File: config.mk
export PLATFORM = sky130hd
export DESIGN_NAME = sdflpb_isqrt
export DESIGN_NICKNAME = d
export VERILOG_FILES = /design/src/rtl/sdflpb_isqrt.sv
export SDC_FILE = /design/constraint.sdc
export NUM_CORES = 2
export LEC_CHECK = 0
export BUFFER_PORTS_ARGS = -buffer_cell sky130_fd_sc_hd__buf_2
export CORE_ASPECT_RATIO = 0.9
export CORE_MARGIN = 1.5
export CORE_UTILIZATION = 50
export DETAILED_ROUTE_END_ITERATION = 8
export GPL_ROUTABILITY_DRIVEN = 0
export PLACE_DENSITY = 0.65
export SETUP_SLACK_MARGIN = 0.3
export SYNTH_ARGS = -nofsm -noshare
export SYNTH_HDL_FRONTEND = slang
export SYNTH_SLANG_ARGS = --single-unit
File: constraint.sdc
create_clock -name clk -period 5.55 [get_ports clk]
set_clock_uncertainty 0.2 [all_clocks]
set_input_delay 0.555 -clock clk [delete_from_list [all_inputs] [get_ports clk]]
set_output_delay 0.555 -clock clk [all_outputs]
set_load 0.01 [all_outputs]
File: src/rtl/sdflpb_isqrt.sv
// ----------------------------------------------------------------------------
// sdflpb_isqrt
// pipelined restoring square root, one result bit per stage, 2 bits a stage
// ----------------------------------------------------------------------------
module sdflpb_isqrt #(
    parameter int VB = 64,
    parameter int RB = 32,
    parameter int PB = 8
) (
    input  logic          clk,
    input  logic          rst_n,
    input  logic          en,
    input  logic [VB-1:0] val,
    input  logic [PB-1:0] pass_in,
    output logic [RB-1:0] root,
    output logic [PB-1:0] pass_out
);

    logic [VB-1:0]   v_reg [RB+1];
    logic [RB+1:0]   r_reg [RB+1];
    logic [RB-1:0]   q_reg [RB+1];
    logic [PB-1:0]   p_reg [RB+1];

    always_comb
    begin
        v_reg[0] = val;
        r_reg[0] = '0;
        q_reg[0] = '0;
        p_reg[0] = pass_in;
    end

    for (genvar s = 0; s < RB; s++)
    begin : g_st
        logic [RB+1:0] rem;
        logic [RB+1:0] trial;
        always_comb
        begin
            rem   = {r_reg[s][RB-1:0], v_reg[s][VB-1 -: 2]};
            trial = {q_reg[s], 2'b01};
        end
        always_ff @(posedge clk or negedge rst_n)
        begin
            if (!rst_n)
            begin
                p_reg[s+1] <= '0;
            end
            else if (en)
            begin
                p_reg[s+1] <= p_reg[s];
            end
        end
        always_ff @(posedge clk)
        begin
            if (en)
            begin
                v_reg[s+1] <= v_reg[s] << 2;
                if (rem >= trial)
                begin
                    r_reg[s+1] <= rem - trial;
                    q_reg[s+1] <= {q_reg[s][RB-2:0], 1'b1};
                end
                else
                begin
                    r_reg[s+1] <= rem;
                    q_reg[s+1] <= {q_reg[s][RB-2:0], 1'b0};
                end
            end
        end
    end

    assign root     = q_reg[RB];
    assign pass_out = p_reg[RB];

endmodule

# Yosys cells after proc, flatten, opt, wreduce, memory -nomap -nowiden
# Index checks and enable logic that the tools add are counted.
# word_totals
word_cells,253
input_bits,75
output_inout_bits,40
reg_bits,2739
# op_classes
addsub,31
order_cmp,32
muxes,63
# ops
cell,n
2-to-1 mux 32 bit,30
greater-or-equal comparator 34 x 10 -> 1 bit,1
greater-or-equal comparator 34 x 11 -> 1 bit,1
greater-or-equal comparator 34 x 12 -> 1 bit,1
greater-or-equal comparator 34 x 13 -> 1 bit,1
greater-or-equal comparator 34 x 14 -> 1 bit,1
greater-or-equal comparator 34 x 15 -> 1 bit,1
greater-or-equal comparator 34 x 16 -> 1 bit,1
greater-or-equal comparator 34 x 17 -> 1 bit,1
greater-or-equal comparator 34 x 18 -> 1 bit,1
greater-or-equal comparator 34 x 19 -> 1 bit,1
greater-or-equal comparator 34 x 20 -> 1 bit,1
greater-or-equal comparator 34 x 21 -> 1 bit,1
greater-or-equal comparator 34 x 22 -> 1 bit,1
greater-or-equal comparator 34 x 23 -> 1 bit,1
greater-or-equal comparator 34 x 24 -> 1 bit,1
greater-or-equal comparator 34 x 25 -> 1 bit,1
greater-or-equal comparator 34 x 26 -> 1 bit,1
greater-or-equal comparator 34 x 27 -> 1 bit,1
greater-or-equal comparator 34 x 28 -> 1 bit,1
greater-or-equal comparator 34 x 29 -> 1 bit,1
greater-or-equal comparator 34 x 3 -> 1 bit,1
greater-or-equal comparator 34 x 30 -> 1 bit,1
greater-or-equal comparator 34 x 31 -> 1 bit,1
other kinds (42),73

# Logic depth before layout (Yosys ltp)
# logic_depth
ltp_word,2
mapped_depth,14
mapped_depth_nobuf,12

# Least setup slack after synthesis
# OpenSTA, ideal clock, no wires.
# synth_path
kind,reg-to-reg
start,"register r_reg, in the netlist g_st[7].rem[8]"
end,"register r_reg, in the netlist g_st[8].rem[28] (data pin)"
synth_period_minus_slack_ns,3.606
t_arrival_ns,3.135
path_slack_ns,1.944
setup_time_ns,0.271
stages_incl_launch_ff,10
path_buffers,1
required_ns,5.079
cell_sequence,edfxtp_1 ha_1 or4_4 or3_1 or4_1 clkbuf_1 or3b_2 or2_2 nor4_1 xor2_1
# synth_between
elab_chain_cells,2
word_cells_on_any_way,3
classes_between,add/sub (1); order compare (1); mux (1)
# synth_rtl
item,line_no,source
"start, declared",20,logic [RB+1:0] r_reg [RB+1];
"start signal, assigned by index",59,r_reg[s+1] <= rem - trial;
"start signal, assigned by index",64,r_reg[s+1] <= rem;
subtractor 32 x 9 -> 32 bit / greater-or-equal comparator 34 x 9 -> 1 bit (equally long branches),"59, 57",
2-to-1 mux 32 bit *,57,if (rem >= trial)
# Every way passes the cells marked *; elsewhere a longest branch is shown, timed or not.
# A chain may end at the register's enable or synchronous reset.

# Worst setup path after layout
# layout_path
start,"register r_reg, in the netlist g_st[27].rem[8]"
end,"register r_reg, in the netlist g_st[28].rem[2] (data pin)"
# layout_between
elab_chain_cells,2
# layout_rtl
item,line_no
greater-or-equal comparator 34 x 29 -> 1 bit,57
2-to-1 mux 32 bit,57
# Every way passes these cells.

==> run summary <==
The sum of net half-perimeters after detailed placement came out at 175 mm. In this design, the stage delay of the slowest critical-path cell is between 800 and 900 ps. The count of cells resized by post-cts repair is 0. The kind of cell with the highest combined delay along the critical path is compound AO/OA/AOI/OAI gates. The average cell area after synthesis came out at about 13 um^2. The first detailed-routing pass ran for 7 iterations. The register cell area after layout came out at around 0.080 mm^2. The total number of yosys warnings came out at 0. Clock latency on the worst-skew pair, taken at its later pin, is 850 ps. TritonCTS built the clock tree. The flip-flop count of the largest register, all copies and words added came out at about 1,000. The maximum VDD drop is 281 uV. The highest achievable clock rate came out at between 0.2 and 0.25 GHz. Summing all multi-input logic gate instances after layout gives a little over 0.04 mm^2. The worst hold path class is input pin to flip-flop.

The nature of the critical path startpoint is a flip-flop. The number of logic stages on the critical path including buffering came out at 9. The detailed router's first-iteration violation count came out at around 6.8k. The number of nets in the synthesized netlist is approximately 10k. Across every metal layer, demand over resource in global routing totals 0.194. The most critical setup path has its startpoint at g_st[27].rem[8]. The fraction of layout instances using a drive strength above 1 is 0.104. The critical path is of the flip-flop to flip-flop type. For this run, the register share of the synthesized area comes to 0.647. The wire length of the first global-routing pass came out at slightly below 400 mm. In this run the vertical extent of the chip is around 470 um. The number of clock sinks came out at around 2.7k. In the final routed layout, each cell accounts on average for 18.8 um. The static leakage came out at between 50 and 60 nW. The data required time of the critical path is between 5000 and 6000 ps. The final count of pins violating max slew came out at 0. The arrival time reported for the critical path endpoint is ~5100 ps.

The count of buffers added on input and output ports is roughly 110. Post-CTS timing repair inserted 0 buffers for setup. Summed over all layers, the routed wires come to approximately 250 mm. The number of antenna violations at the first check in global routing is 5. The number of global-route vias before repair came out at a little over 70k. The reg-to-reg startpoint is g_st[27].rem[8]. Setup repair after global routing left no endpoint under its margin.

The flop and latch count out of synthesis is about 2.7k. The fraction of registers with async set/reset came out at 0.0945. The clock slew seen by the registers of the worst setup and hold paths came out at approximately 60 ps.

In the synthesized netlist the dominant register cell turns out to be sky130_fd_sc_hd__edfxtp_1. The vias per cell came out at between 5 and 6. In this run, distinct cell masters in the synthesized netlist total 87. The number of instances in the synthesized netlist is just over 9k. The count of max-cap constraint violations is 0. The time the final worst path needs with I/O delays and setup came out at about 4700 ps. The setup slack of the most critical reg-to-reg path came out at about 850 ps. Setup violations remaining at the end of the flow were counted as 0. The area enclosed by the die boundary came out at approximately 0.25 mm^2. For this design the ratio of total power to cell area is 429 mW/mm^2. The floorplan step set the die width to 527 um.

The area inside the core boundary came out at roughly 0.25 mm^2. For the final routed database, the setup TNS stands at 0 ps. The global route total overflow is 0. By instance count, the cell type seen most on the critical path is sky130_fd_sc_hd__a21o_1. The power after layout is 59.5 mW. The maximum root-to-sink buffer count came out at 4. The total number of vias is between 70k and 80k.

In this run the tightest slew margin relative to its limit is 0.124. The critical path ends at g_st[28].rem[2]. The worst-case reg-to-reg path depth is 9.

The largest fanout on the critical path came out at 42. The slew at the pin with the worst max-slew slack came out at between 1000 and 1500 ps. The final antenna-violating net count came out at 0.

In the finished design, the share of the clock period the worst path needs comes to 0.846. The cell sitting at the root of the clock tree is a sky130_fd_sc_hd__clkbuf_16. The run finished with clean final reports.

The largest individual stage delay along the critical path comes from the cell sky130_fd_sc_hd__nand3_2. Fill cells in the final layout number 19.6k. The depth of the CTS H-tree came out at 5. The I/O pin total came out at roughly 120.

In the routed design, unresolved DRC markers number 0. STA classifies the critical path endpoint as a flip-flop. The total buffers and inverters traversed by the critical path is 0. The endpoint identified for the worst register-to-register timing path is g_st[28].rem[2].

Walking the worst path, the cells encountered are ha_1, and4_1, a32o_1, a211o_1, a21o_1, a21o_1, o21ai_0, nand3_2, xnor2_1. After floorplanning, the core was divided into approximately 170 placement rows. The pin count of the biggest net entering global routing came out at ~140. Buffers inserted during clock tree synthesis total approximately 290. At the end of the flow, the number of nets in the layout was around 10k.

The netlist area before placement came out at 0.124 mm^2. The starting density of the core is 0.502. The number of flops mapped to enable cells by yosys came out at 2,454.

The number of endpoints with negative hold slack in the final report is 0. The area growth from synthesis to layout is 12.0%.
## cell usage in the layout (no fill, tap or decap), drive strengths merged, types with 359 or more instances in the layout
cell type / instances
a21oi: 600
inv: 719
edfxtp: 2454
ha: 564
nand2: 564
clkbuf: 362
nor2: 587
xnor2: 449
o21ai: 397
mux2: 359
## report_power, final
part	switching, mW	internal [mW]
logic	7.13	5.61
clock network	7.73	10.9
registers	1.96	26.2
## logic make-up after synthesis
logic type | after synthesis | share of synthesized area
compound gates | 1774 | 0.0889
xor+xnor | 784 | 0.0555
fa+ha+maj | 564 | 0.0570
buf+inv | 908 | 0.0278
flops | 2710 | 0.647
mux | 370 | 0.0336
other cells | 1 | 0.0000303
simple gates | 2242 | 0.0896
## metal layers
metal / wire [um] / up-vias / share of wire / track usage
met2: 118000 / 2219 / 0.48 / 0.323
met1: 108000 / 36000 / 0.44 / 0.263
met5: 0 / - / 0 / 0
li1: - / 35300 / - / -
met4: 7960 / 0 / 0.032 / 0.0647
met3: 13600 / 538 / 0.055 / 0.0274
## worst min path at each step
stage | startpoint | to | cells after the start
after floorplan | rst_n | p_reg[100] | 0
after global placement | v_reg[933] | v_reg[871] | 0
after detailed placement | v_reg[2044] | g_st[2].rem[0] | 0
after CTS | en | v_reg[1864] | 1
after global routing | en | v_reg[1864] | 1
final | en | v_reg[1864] | 1
## cell usage after synthesis (17+ instances only)
| library cell | number | share of area |
|---|---|---|
| sky130_fd_sc_hd__o21ai_0 | 395 | 0.016 |
| sky130_fd_sc_hd__or2_2 | 40 | 0.0020 |
| sky130_fd_sc_hd__a31oi_1 | 57 | 0.0029 |
| sky130_fd_sc_hd__nor2_1 | 586 | 0.018 |
| sky130_fd_sc_hd__nor3_1 | 182 | 0.0074 |
| sky130_fd_sc_hd__nand2_1 | 564 | 0.017 |
| sky130_fd_sc_hd__and4_1 | 17 | 0.0012 |
| sky130_fd_sc_hd__clkbuf_1 | 166 | 0.0050 |
| sky130_fd_sc_hd__nand2b_1 | 100 | 0.0051 |
| sky130_fd_sc_hd__and3_1 | 49 | 0.0025 |
| sky130_fd_sc_hd__a21o_1 | 220 | 0.013 |
| sky130_fd_sc_hd__a211oi_1 | 52 | 0.0032 |
| sky130_fd_sc_hd__nand3_1 | 164 | 0.0066 |
| sky130_fd_sc_hd__nor3b_1 | 18 | 0.0011 |
| sky130_fd_sc_hd__nand3b_1 | 33 | 0.0020 |
| sky130_fd_sc_hd__or3_1 | 86 | 0.0043 |
| sky130_fd_sc_hd__or4_1 | 44 | 0.0027 |
| sky130_fd_sc_hd__a21boi_0 | 25 | 0.0015 |
| sky130_fd_sc_hd__o21a_1 | 95 | 0.0058 |
| sky130_fd_sc_hd__nor2b_1 | 55 | 0.0028 |
| sky130_fd_sc_hd__o21bai_1 | 38 | 0.0023 |
| sky130_fd_sc_hd__nand4_1 | 101 | 0.0051 |
| sky130_fd_sc_hd__a21oi_1 | 600 | 0.024 |
| sky130_fd_sc_hd__mux2_2 | 359 | 0.033 |
| sky130_fd_sc_hd__nand4b_1 | 19 | 0.0013 |
| sky130_fd_sc_hd__inv_1 | 713 | 0.022 |
| sky130_fd_sc_hd__nor4_1 | 102 | 0.0052 |
| sky130_fd_sc_hd__xor2_1 | 335 | 0.024 |
| sky130_fd_sc_hd__edfxtp_1 | 2454 | 0.60 |
| sky130_fd_sc_hd__ha_1 | 564 | 0.057 |
| sky130_fd_sc_hd__o31ai_1 | 58 | 0.0035 |
| sky130_fd_sc_hd__dfrtp_1 | 256 | 0.052 |
| sky130_fd_sc_hd__o211ai_1 | 48 | 0.0029 |
| sky130_fd_sc_hd__xnor2_1 | 449 | 0.032 |
| sky130_fd_sc_hd__and2_1 | 38 | 0.0019 |
## layout make-up
type	count	area share
flip-flops and latches	2710	0.578
repair buffers	271	0.0164
multi-input cells	5735	0.291
clock inverters	146	0.00995
clock buffers	362	0.0560
inverters	714	0.0193
well taps	3237	0.0292
diodes	4	0.0000723
## per-stage QoR
step,util,instances,hold slack (ps),cell area (um^2),worst slack (ps)
final,0.562,13200,148,139000,852
after global routing,0.562,13200,144,139000,765
after CTS,0.562,13200,115,139000,965
after detailed placement,0.522,12600,205,129000,1040
after global placement,0.522,12600,200,129000,1120
after floorplan,-,9353,59.4,124000,1940
## what timing repair did
action                     CTS  global route
hold buffers                74             0
hold endpoints to repair   206             0
setup endpoints to repair    0             0
Note: power is estimated with default switching activity, not from simulation.
