==> src/rtl/sdflpb_pkg.sv <==
// ----------------------------------------------------------------------------
// sdflpb_pkg
// shared register indexes and pipeline helpers for the line pixel blender
// ----------------------------------------------------------------------------
package sdflpb_pkg;

    localparam logic [1:0] REG_WIDTH  = 2'd0;
    localparam logic [1:0] REG_HEIGHT = 2'd1;
    localparam logic [1:0] REG_FLIP   = 2'd2;

    localparam int DIM_BITS  = 13;
    localparam int RGB_BITS  = 24;
    localparam int COV_BITS  = 9;
    localparam int IDX_BITS  = 24;

    typedef struct packed {
        logic [DIM_BITS-1:0] width;
        logic [DIM_BITS-1:0] height;
        logic                flip;
    } cfg_t;

    typedef struct packed {
        logic                write_ok;
        logic [IDX_BITS-1:0] pixel_index;
    } addr_t;

endpackage

==> src/rtl/sdflpb_addr.sv <==
// ----------------------------------------------------------------------------
// sdflpb_addr
// bounds check, optional row flip and framebuffer index, three stages
// ----------------------------------------------------------------------------
module sdflpb_addr #(
    parameter int CB = 13
) (
    input  logic                    clk,
    input  logic                    rst_n,
    input  logic                    en,
    input  sdflpb_pkg::cfg_t        cfg,
    input  logic signed [CB-1:0]    px,
    input  logic signed [CB-1:0]    py,
    output sdflpb_pkg::addr_t       addr
);

    localparam int DB = sdflpb_pkg::DIM_BITS;
    localparam int IB = sdflpb_pkg::IDX_BITS;
    localparam int XB = (CB > DB) ? CB : DB;

    logic            ok_a_reg;
    logic [DB-1:0]   row_a_reg;
    logic [DB-1:0]   col_a_reg;
    logic            ok_b_reg;
    logic [2*DB-1:0] prod_b_reg;
    logic [DB-1:0]   col_b_reg;
    logic [XB:0]     pxe;
    logic [XB:0]     pye;
    logic            ok_next;
    logic [DB-1:0]   row_next;
    logic [2*DB:0]   sum;

    always_comb
    begin
        pxe = (XB+1)'(unsigned'(px));
        pye = (XB+1)'(unsigned'(py));
        ok_next = !px[CB-1] && !py[CB-1]
            && (pxe < (XB+1)'(cfg.width)) && (pye < (XB+1)'(cfg.height));
        row_next = cfg.flip ? DB'(cfg.height - DB'(1) - DB'(pye)) : DB'(pye);
        sum = (2*DB+1)'(prod_b_reg) + (2*DB+1)'(col_b_reg);
    end

    always_ff @(posedge clk or negedge rst_n)
    begin
        if (!rst_n)
        begin
            addr <= '0;
        end
        else if (en)
        begin
            ok_a_reg   <= ok_next;
            row_a_reg  <= row_next;
            col_a_reg  <= DB'(pxe);
            ok_b_reg   <= ok_a_reg;
            prod_b_reg <= row_a_reg * cfg.width;
            col_b_reg  <= col_a_reg;
            addr.write_ok    <= ok_b_reg;
            addr.pixel_index <= ok_b_reg ? IB'(sum) : '0;
        end
    end

endmodule

==> config.mk <==
export PLATFORM = sky130hd
export DESIGN_NAME = sdflpb_addr
export DESIGN_NICKNAME = d
export VERILOG_FILES = /design/src/rtl/sdflpb_pkg.sv /design/src/rtl/sdflpb_addr.sv
export SDC_FILE = /design/constraint.sdc
export NUM_CORES = 1
export LEC_CHECK = 0
export BUFFER_PORTS_ARGS = -buffer_cell sky130_fd_sc_hd__buf_2
export CAP_MARGIN = 40
export CORE_ASPECT_RATIO = 1.4
export CORE_MARGIN = 2
export CORE_UTILIZATION = 60
export DETAILED_ROUTE_END_ITERATION = 10
export PLACE_DENSITY = 0.8
export RECOVER_POWER = 50
export SLEW_MARGIN = 30
export SYNTH_ARGS = -nofsm -noshare
export SYNTH_HDL_FRONTEND = slang
export SYNTH_SLANG_ARGS = --single-unit
==> constraint.sdc <==
create_clock -name clk -period 5.9 [get_ports clk]
set_clock_uncertainty 0.1 [all_clocks]
set_input_delay 0.59 -clock clk [delete_from_list [all_inputs] [get_ports clk]]
set_output_delay 0.59 -clock clk [all_outputs]
set_load 0.005 [all_outputs]
# Word level (Yosys, flattened, before mapping)

Index checks and enable logic that the tools add are counted.

Register bits: 90
Bits of input ports: 56
Output and inout bits: 25
Logic and storage cells: 22

Add/sub/neg operators: 3
$mul: 1
Magnitude comparators: 2
Muxes and demuxes: 2
Reduce and logical (&&, ||, !) cells: 6

Operators by type and width:

| cell                                                | number |
|---|---|
| less-than comparator 13 bit                         | 2 |
| adder 24 x 13 -> 24 bit                             | 1 |
| multiplier 13 x 13 -> 24 bit                        | 1 |
| two-way mux 24 bit                                  | 1 |
| two-way mux 13 bit                                  | 1 |
| subtractor 13 x 1 -> 13 bit (second input constant) | 1 |
| subtractor 13 bit                                   | 1 |
| logical AND 1 bit                                   | 3 |
| zero test 1 bit                                     | 2 |
| AND reduction 2 bit                                 | 1 |

# Depth between registers and ports, before layout

Gate-level depths: netlist of run 1.

Word-level depth: 4
Mapped depth: 20
Depth with buffers taken out: 19

# Worst setup path after synthesis of run 1

No wires, ideal clock.

Path type: in2reg
Start: input cfg[15] in the netlist's numbering
End: register prod_b_reg[23], data pin
Library setup time: 258 ps
Arrival: 5115 ps
Required time: 5542 ps
Slack: 427 ps
Cell stages on the path: 19
Buffers on the path: 1
Cells stage by stage: clkbuf_1 -> and2_1 -> fa_1 -> inv_1 -> fa_1 -> inv_1 -> fa_1 -> fa_1 -> inv_1 -> fa_1 -> inv_1 -> ha_1 -> o21a_1 -> nor2_1 -> a211oi_4 -> a31oi_4 -> a21oi_2 -> a311o_1 -> xnor2_1

Cells in the longest elaborated chain, start to end: 1

RTL lines:

| element                      | RTL line          | text |
|---|---|---|
| start: declaration           | sdflpb_addr.sv:11 | `input sdflpb_pkg::cfg_t cfg,` |
| multiplier 13 x 13 -> 24 bit | sdflpb_addr.sv:55 | `prod_b_reg <= row_a_reg * cfg.width;` |
| end signal: assignment       | sdflpb_addr.sv:55 |  |
| end: declaration             | sdflpb_addr.sv:25 | `logic [2*DB-1:0] prod_b_reg;` |

Every way passes these cells.
A chain may end at the register's enable or synchronous reset.

# Worst setup path after layout of run 1

Start: register row_a_reg[5]
End: register prod_b_reg[23], data pin

Cells in the longest elaborated chain, start to end: 1

RTL lines:

| element                      | RTL line          | text |
|---|---|---|
| start: declaration           | sdflpb_addr.sv:22 | `logic [DB-1:0] row_a_reg;` |
| start signal: assignment     | sdflpb_addr.sv:52 | `row_a_reg <= row_next;` |
| multiplier 13 x 13 -> 24 bit | sdflpb_addr.sv:55 |  |

Every way passes these cells.

==> results of run 1 <==
critical path, cell delays in order, from the launching register on:
cell      delay, ps
edfxtp_1        740
nand2_1         160
fa_1            540
inv_1            70
fa_1            570
fa_1            450
fa_1            510
inv_1            60
fa_1            470
inv_1            40
ha_1            380
a21oi_1         190
o21ai_0         160
a31oi_4         230
a21oi_2         100
a311o_1         360
xnor2_1         130
routing by layer:
metal,GRT usage,vias to the layer above
li1,-,3493
met1,0.2785,3672
met2,0.4723,215
met3,0.03845,66
met4,0.1008,0
met5,0,-
cell usage in the layout (no fill, tap or decap), types with 4 or more instances in the layout:
cell type and n:
nand4_1 5, and2_1 85, mux2i_1 4, inv_1 233, nor2_1 16, nand3_1 10
dfrtp_1 25, o21bai_1 4, xor2_1 19, o22ai_1 19, a211oi_1 7, xnor2_1 34
clkbuf_1 27, fa_1 122, edfxtp_1 65, o21ai_0 27, ha_1 111, nor2b_1 8
a31oi_1 7, o21ai_1 4, nand2_1 110, buf_2 54, nor3_1 6, buf_4 4
clkbuf_16 9, a21o_1 16, o21a_1 6, a21oi_1 30
power by group:
part	leakage [nW]	switching [mW]	internal (mW)
Clock	0.141	0.265	0.294
Combinational	4.34	2.44	1.84
Sequential	0.927	0.100	1.04
Total	5.41	2.80	3.18
final cells by class:
type                            instances  area share
Inverter                              233     0.07885
Multi-Input combinational cell        701      0.6041
Timing Repair Buffer                   85     0.03621
Clock buffer                            9     0.02030
Sequential cell                        90      0.2324
Tap cell                              203     0.02290
Clock inverter                          7    0.005302
cells in the mapped netlist (6+ instances only):
library cell    n
and2_1         89
fa_1          122
nor3_1          6
o21a_1          6
clkbuf_1       34
nand2_1       110
a211oi_1        7
edfxtp_1       65
o22ai_1        19
dfrtp_1        25
nor2b_1         8
ha_1          111
xnor2_1        34
a21oi_1        30
o21ai_0        27
nand3_1        10
a31oi_1         7
nor2_1         16
xor2_1         19
a21o_1         16
inv_1         233
cell families after synthesis:
kind of cell,Yosys count,synth area share
DFF,90,0.2503
and+or+nand+nor,257,0.1245
adders and majority gates,233,0.3720
xor gates and xnor gates,53,0.04507
buffers and inverters,270,0.09926
muxes,6,0.006075
AOI/OAI and AO/OA,152,0.1028
final timing paths:
path,start,to,cells after the start
worst min-delay path,col_a_reg[4]$_DFFE_PP_,col_b_reg[4]$_DFFE_PP_,0
worst min register to register,col_a_reg[4]$_DFFE_PP_,col_b_reg[4]$_DFFE_PP_,0
worst max-delay path,row_a_reg[5]$_DFFE_PP_,prod_b_reg[23]$_DFFE_PP_,16
min in group asynchronous,rst_n,addr[13]$_DFFE_PN0P_,1
max in group asynchronous,rst_n,addr[14]$_DFFE_PN0P_,1
worst max register to register,row_a_reg[5]$_DFFE_PP_,prod_b_reg[23]$_DFFE_PP_,16
metrics by stage:
step                setup WS [ps]  power, mW  instance area, sq um    util  hold WS [ps]
detailed placement          185.9      5.337                 10840  0.6449         305.7
global route                104.8      6.577                 11090  0.6596         320.5
floorplan                   427.4      4.463                 10300       -         194.4
global placement            255.5      5.164                 10840  0.6449         301.1
CTS                         420.0      5.973                 11130  0.6618         143.2
finish                      380.4      5.981                 11090  0.6596         311.1
==> summary.md, run 1 <==
| Metric | Value |
|---|---|
| Outcome | finished with violations |
| Violated checks | max-capacitance violations, max-slew violations |
| CP startpoint kind | flop |
| Cts repair resizes | 0 |
| Largest net degree at the start of global routing | 66 |
| WL met3 | 977 um |
| Ranking of synthesized cells by area | fa_1, edfxtp_1, ha_1 |
| Unrepaired setup endpoints after global routing | no |
| Static Leak | 5.410 nW |
| Synth Warn # | 0 |
| Initial core utilization | 0.6124 |
| VDD IR max | 0.3994 mV |
| Ant diodes | 0 |
| DR pass1 iterations | 5 |
| CORE AREA | 0.01682 sq mm |
| WL met1 | 8.337 mm |
| TritonCTS Buffers | 9 |
| Final Max Slew Viols | 66 |
| Hpwl dp | 17.43 mm |
| Crit-path max FO | 13 |
| Period utilisation layout | 0.9355 |
| Post-synth EDFFs | 65 |
| Nets@finish | 1,409 |
| Final Hold Vio Count | 0 |
| Total gr overflow | 0 |
| CTS clk-pin slew, worst paths | 70 ps |
| DIE WIDTH | 114.7 um |
| Placed cell count | 1,312 |
| Die Footprint | 0.01824 sq mm |
| Area of the multi-input gates | 0.006700 sq mm |
| Layout area overhead | 7.703% |
| Max-slew headroom | -1.239 |
| FF+latch count, synth | 90 |
| R2r setup slk | 380 ps |
| Post-layout min period | 5520 ps |
| Pwr dens | 539.3 mW/mm^2 |
| Number of standard cells in the final layout excluding fillers | 1,328 |
| Setup bufs post-CTS | 0 |
| H-Tree Depth | 3 |
| Clock root buffer | clkbuf_16 |
| Max Cap Viol | 1 |
| Max FFs per register | 25 |
| Critical Path AT | 5510 ps |
| Initial antenna violation count | 0 |
| Reg area | 0.002577 sq mm |
| CTS tree | built |
| Main synth FF type | edfxtp_1 |
| Clock tree buffer depth | 2 |
| Post-Syn Nets | 1,350 |
| Final GP Congestion | 0.9014 |
| Setup violators final | 0 |
| Crit end category | flop |
| Share of layout cells above drive strength 1 | 0.08533 |
| Final WL | 21.72 mm |
| Synth top area share | 0.2372 |
| Ys async rst share | 0.2778 |
| Via density | 5.607 |
| Vias in the first global route | 8,119 |
| Worst-Margin Slew | 3358 ps |
| Top-Level Pins | 81 |
| Post-Syn Area | 0.01030 sq mm |
| Fmax | 181.2 MHz |
| CTS sink count | 90 |
| Post-DRT Antenna Nets | 0 |
| DR vias | 7,446 |
| WS Path Type | reg -> reg |
| Synth area leader | fa_1 |
| Mean post-synth cell area | 9.707 sq um |
| Global-route wire length before repair | 36.58 mm |
| DIE HEIGHT | 159.0 um |
| Avg WL per Cell | 16.35 um |
| Port Buffer Count | 80 |
| FP Rows | 56 |
| Met2 WL | 11.64 mm |
| Top routing layer in use | met4 |
| Initial detailed-routing violation count | 351 |
| Hold Path Class | reg -> reg |
| Clock Latency Late Sink | 350 ps |
| DRC | 0 |
| GR Util All Layers | 0.2516 |
| Gate Count Post-Synth | 1,061 |
| Seq/Total Area, Yosys | 0.2503 |
| Fill cells | 1,341 |
| Worst path required time | 5890 ps |
| TNS Setup | 0 ps |
| Unique masters post-synth | 60 |
| CTS Hold Bufs | 0 |
Note: power is estimated with default switching activity, not from simulation.
==> run 2: changes to the inputs <==
--- a/config.mk
+++ b/config.mk
@@ -13,7 +13,9 @@
 export DETAILED_ROUTE_END_ITERATION = 10
 export PLACE_DENSITY = 0.8
 export RECOVER_POWER = 50
+export SKIP_CTS_REPAIR_TIMING = 1
 export SLEW_MARGIN = 30
 export SYNTH_ARGS = -nofsm -noshare
 export SYNTH_HDL_FRONTEND = slang
 export SYNTH_SLANG_ARGS = --single-unit
+export TNS_END_PERCENT = 5
==> constraint.sdc (replaced) <==
create_clock -name clk -period 5.9 [get_ports clk]
set_clock_uncertainty 0.1 [all_clocks]
set_input_delay 1.18 -clock clk [delete_from_list [all_inputs] [get_ports clk]]
set_output_delay 1.18 -clock clk [all_outputs]
set_load 0.005 [all_outputs]
==> run 2 against run 1 <==
Compared with the run above: count of clock-buffer cells in the layout up 1; sequential cell count unchanged; design area up 3.2%; wire length up 0.24%; final cell count up 2.9%; power up 11%; combinational power up 17%; first-iteration DRC count up 4.0%; critical path depth up 3; worst hold slack better by 7.2 ps; die area unchanged; global-route usage up 0.20 points; the flow now finishes without violations.
==> summary.md, run 2 (synthesis gave the netlist of run 1 again) <==
| Metric | Value |
|---|---|
| CP startpoint kind | input pin |
| Clock tree buffer depth | 2 (unchanged) |
| Clock share of power | 0.081 (-0.013) |
| Final Power | 6.668 mW (+11%) |
| Vias in the first global route | 8,161 (+0.52%) |
| Worst reg2reg path depth | 18 (+2) |
| Max Cap Viol | 0 (-1) |
| Hpwl dp | 17.64 mm (+1.2%) |
| Logic pwr share | 0.748 (+0.032) |
| Placed cell count | 1,349 (+2.8%) |
| Crit. path cell count | 19 (+3) |
| Clock Latency Late Sink | 340 ps (about the same) |
| Post-DRT Antenna Nets | 0 (unchanged) |
| Die Footprint | 0.01824 sq mm (unchanged) |
| Area of the multi-input gates | 0.006764 sq mm (+0.95%) |
| Critical Path AT | 5760 ps (+250 ps) |
| Total gr overflow | 0 (unchanged) |
| TritonCTS Buffers | 9 (unchanged) |
| Fmax | 173.5 MHz (-4.2%) |
| GR Util All Layers | 0.2535 (+0.001969) |
| Crit-path leading delay family | adder cells |
| Hold Crit Endpoint | col_b_reg[7]$_DFFE_PP_ |
| DRC | 0 (unchanged) |
| CTS clk-pin slew, worst paths | 70 ps (about the same) |
| VDD IR max | 0.5364 mV (+34%) |
| DIE HEIGHT | 159.0 um (unchanged) |
| CP Buf/Inv Count | 5 (+2) |
| Outcome | finished clean |
| Port Buffer Count | 80 (unchanged) |
| CTS sink count | 90 (unchanged) |
| Crit path largest cell delay | 540 ps (-200 ps) |
| Final WL | 21.77 mm (+0.24%) |
| R2r setup slk | 460 ps (+80 ps) |
| Most used cell, CP | fa_1 |
| Layout area overhead | 11.13% |
| Crit-path max FO | 8 (-5) |
| Hold Path Class | reg -> reg |
| Initial detailed-routing violation count | 365 (+4.0%) |
| Switching pwr | 3.001 mW (+7.1%) |
| CTS tree | built |
| Period utilisation layout | 0.9767 (+0.04118) |
| Ant diodes | 0 (unchanged) |
| Pwr dens | 582.6 mW/mm^2 (+8.0%) |
| Slowest stage cell on the critical path | fa_1 |
| Worst min-delay path startpoint | col_a_reg[7]$_DFFE_PP_ |
| Global-route wire length before repair | 37.09 mm (+1.4%) |
| Fill cells | 1,288 (-4.0%) |
| Post-layout min period | 5763 ps (+242.9 ps) |
| Most common cell after layout, fill and taps aside | inv_1 |
| Crit. Startpoint | cfg[15] |
| Worst r2r dst | prod_b_reg[23]$_DFFE_PP_ |
| Initial core utilization | 0.6124 (unchanged) |
| Critical R2R Launch | row_a_reg[7]$_DFFE_PP_ |
| DIE WIDTH | 114.7 um (unchanged) |
| Worst-Margin Slew | 1252 ps (-2106 ps) |
| WS Path Type | in -> reg |
| Power Internal | 3.668 mW (+15%) |
| Most frequent cells in the layout | inv_1, fa_1, nand2_1, ha_1, and2_1 |
| Initial antenna violation count | 0 (unchanged) |
| Reg area | 0.002577 sq mm (unchanged) |
| Final Max Slew Viols | 0 (-100%) |
| Clock root buffer | clkbuf_16 |
| Share of layout cells above drive strength 1 | 0.1229 (+0.03752) |
| Part of the power in registers | 0.171 (-0.020) |
| Avg WL per Cell | 15.92 um (-2.6%) |
| Ordered cell list for the critical path | clkbuf_4, and2_1, fa_1, inv_1, fa_1, inv_1, fa_1, fa_1, inv_1, fa_1, inv_1, ha_1, a21oi_4, nor2b_1, o21ai_2, a31oi_4, or2_1, a31oi_2, xnor2_1 |
| H-Tree Depth | 3 (unchanged) |
| Crit end category | flop |
| Top-Level Pins | 81 (unchanged) |
| DR pass1 iterations | 5 (unchanged) |
| CORE AREA | 0.01682 sq mm (unchanged) |
| Max-slew headroom | 0.1653 (+1.404) |
| Largest net degree at the start of global routing | 47 (-29%) |
| Via density | 5.520 (-1.5%) |
| Final GP Congestion | 0.8885 (-1.4%) |
| Switching share of power | 0.4500 (-0.01855) |
| Max FFs per register | 25 (unchanged) |
| DR vias | 7,546 (+1.3%) |
| Number of standard cells in the final layout excluding fillers | 1,367 (+2.9%) |
| Hold path depth | 0 (unchanged) |
| Unrepaired setup endpoints after global routing | yes |
| Setup violators final | 0 (unchanged) |
| Static Leak | 5.598 nW (+3.5%) |
| Final Hold Vio Count | 0 (unchanged) |
| FP Rows | 56 (unchanged) |
| Nets@finish | 1,448 (+2.8%) |
| Worst path required time | 5900 ps (about the same) |
run 2: cell count changes in the layout (fill, tap and decap cells not counted), sizes merged:
cell and delta:
clkbuf +1, buf +39, inv -2, clkinvlp +1
run 2: power by group through the flow:
stage | logic (mW) | registers, mW | clock network [mW]
after floorplan | 3.40 | 1.12 | 0
after global placement | 4.52 | 1.15 | 0
after detailed placement | 4.68 | 1.15 | 0
after CTS | 4.78 | 1.14 | 0.548
after global routing | 5.58 | 1.16 | 0.571
final | 4.99 | 1.14 | 0.542
run 2: metal layers:
metal	wire, um	part of all wire	track usage	up-vias
li1	-	-	-	3569
met1	8304	0.38	0.2822	3714
met2	11880	0.55	0.4798	214
met3	885	0.041	0.03045	49
met4	694	0.032	0.1024	0
met5	0	0	0	-
run 2: worst max-delay path by stage:
stage | end | slack [ps]
finish | prod_b_reg[18]$_DFFE_PP_ | 140
global route | prod_b_reg[18]$_DFFE_PP_ | -30
CTS | prod_b_reg[18]$_DFFE_PP_ | 40
detailed placement | prod_b_reg[18]$_DFFE_PP_ | -290
global placement | prod_b_reg[22]$_DFFE_PP_ | -140
floorplan | prod_b_reg[23]$_DFFE_PP_ | 3
run 2: cell type report:
class	count	share of cell area
multi-input cells	701	0.5910
flip-flops and latches	90	0.2252
repair buffers	124	0.06100
clock buffers	10	0.02001
clock inverters	6	0.004154
inverters	233	0.07642
well taps	203	0.02219
run 2: through the flow:
stage | hold WS [ps] | worst slack, ps | cell area [sq um] | TNS [ps] | utilization
final | 318.3 | 137.5 | 11440 | 0 | 0.6806
after global routing | 325.5 | -25.99 | 11440 | -40.40 | 0.6806
after CTS | 315.5 | 43.62 | 11430 | 0 | 0.6798
after detailed placement | 306.1 | -290.6 | 11150 | -1496 | 0.6633
after global placement | 301.1 | -141.7 | 11150 | -738.9 | 0.6633
after floorplan | 300.3 | 3.453 | 10330 | 0 | -
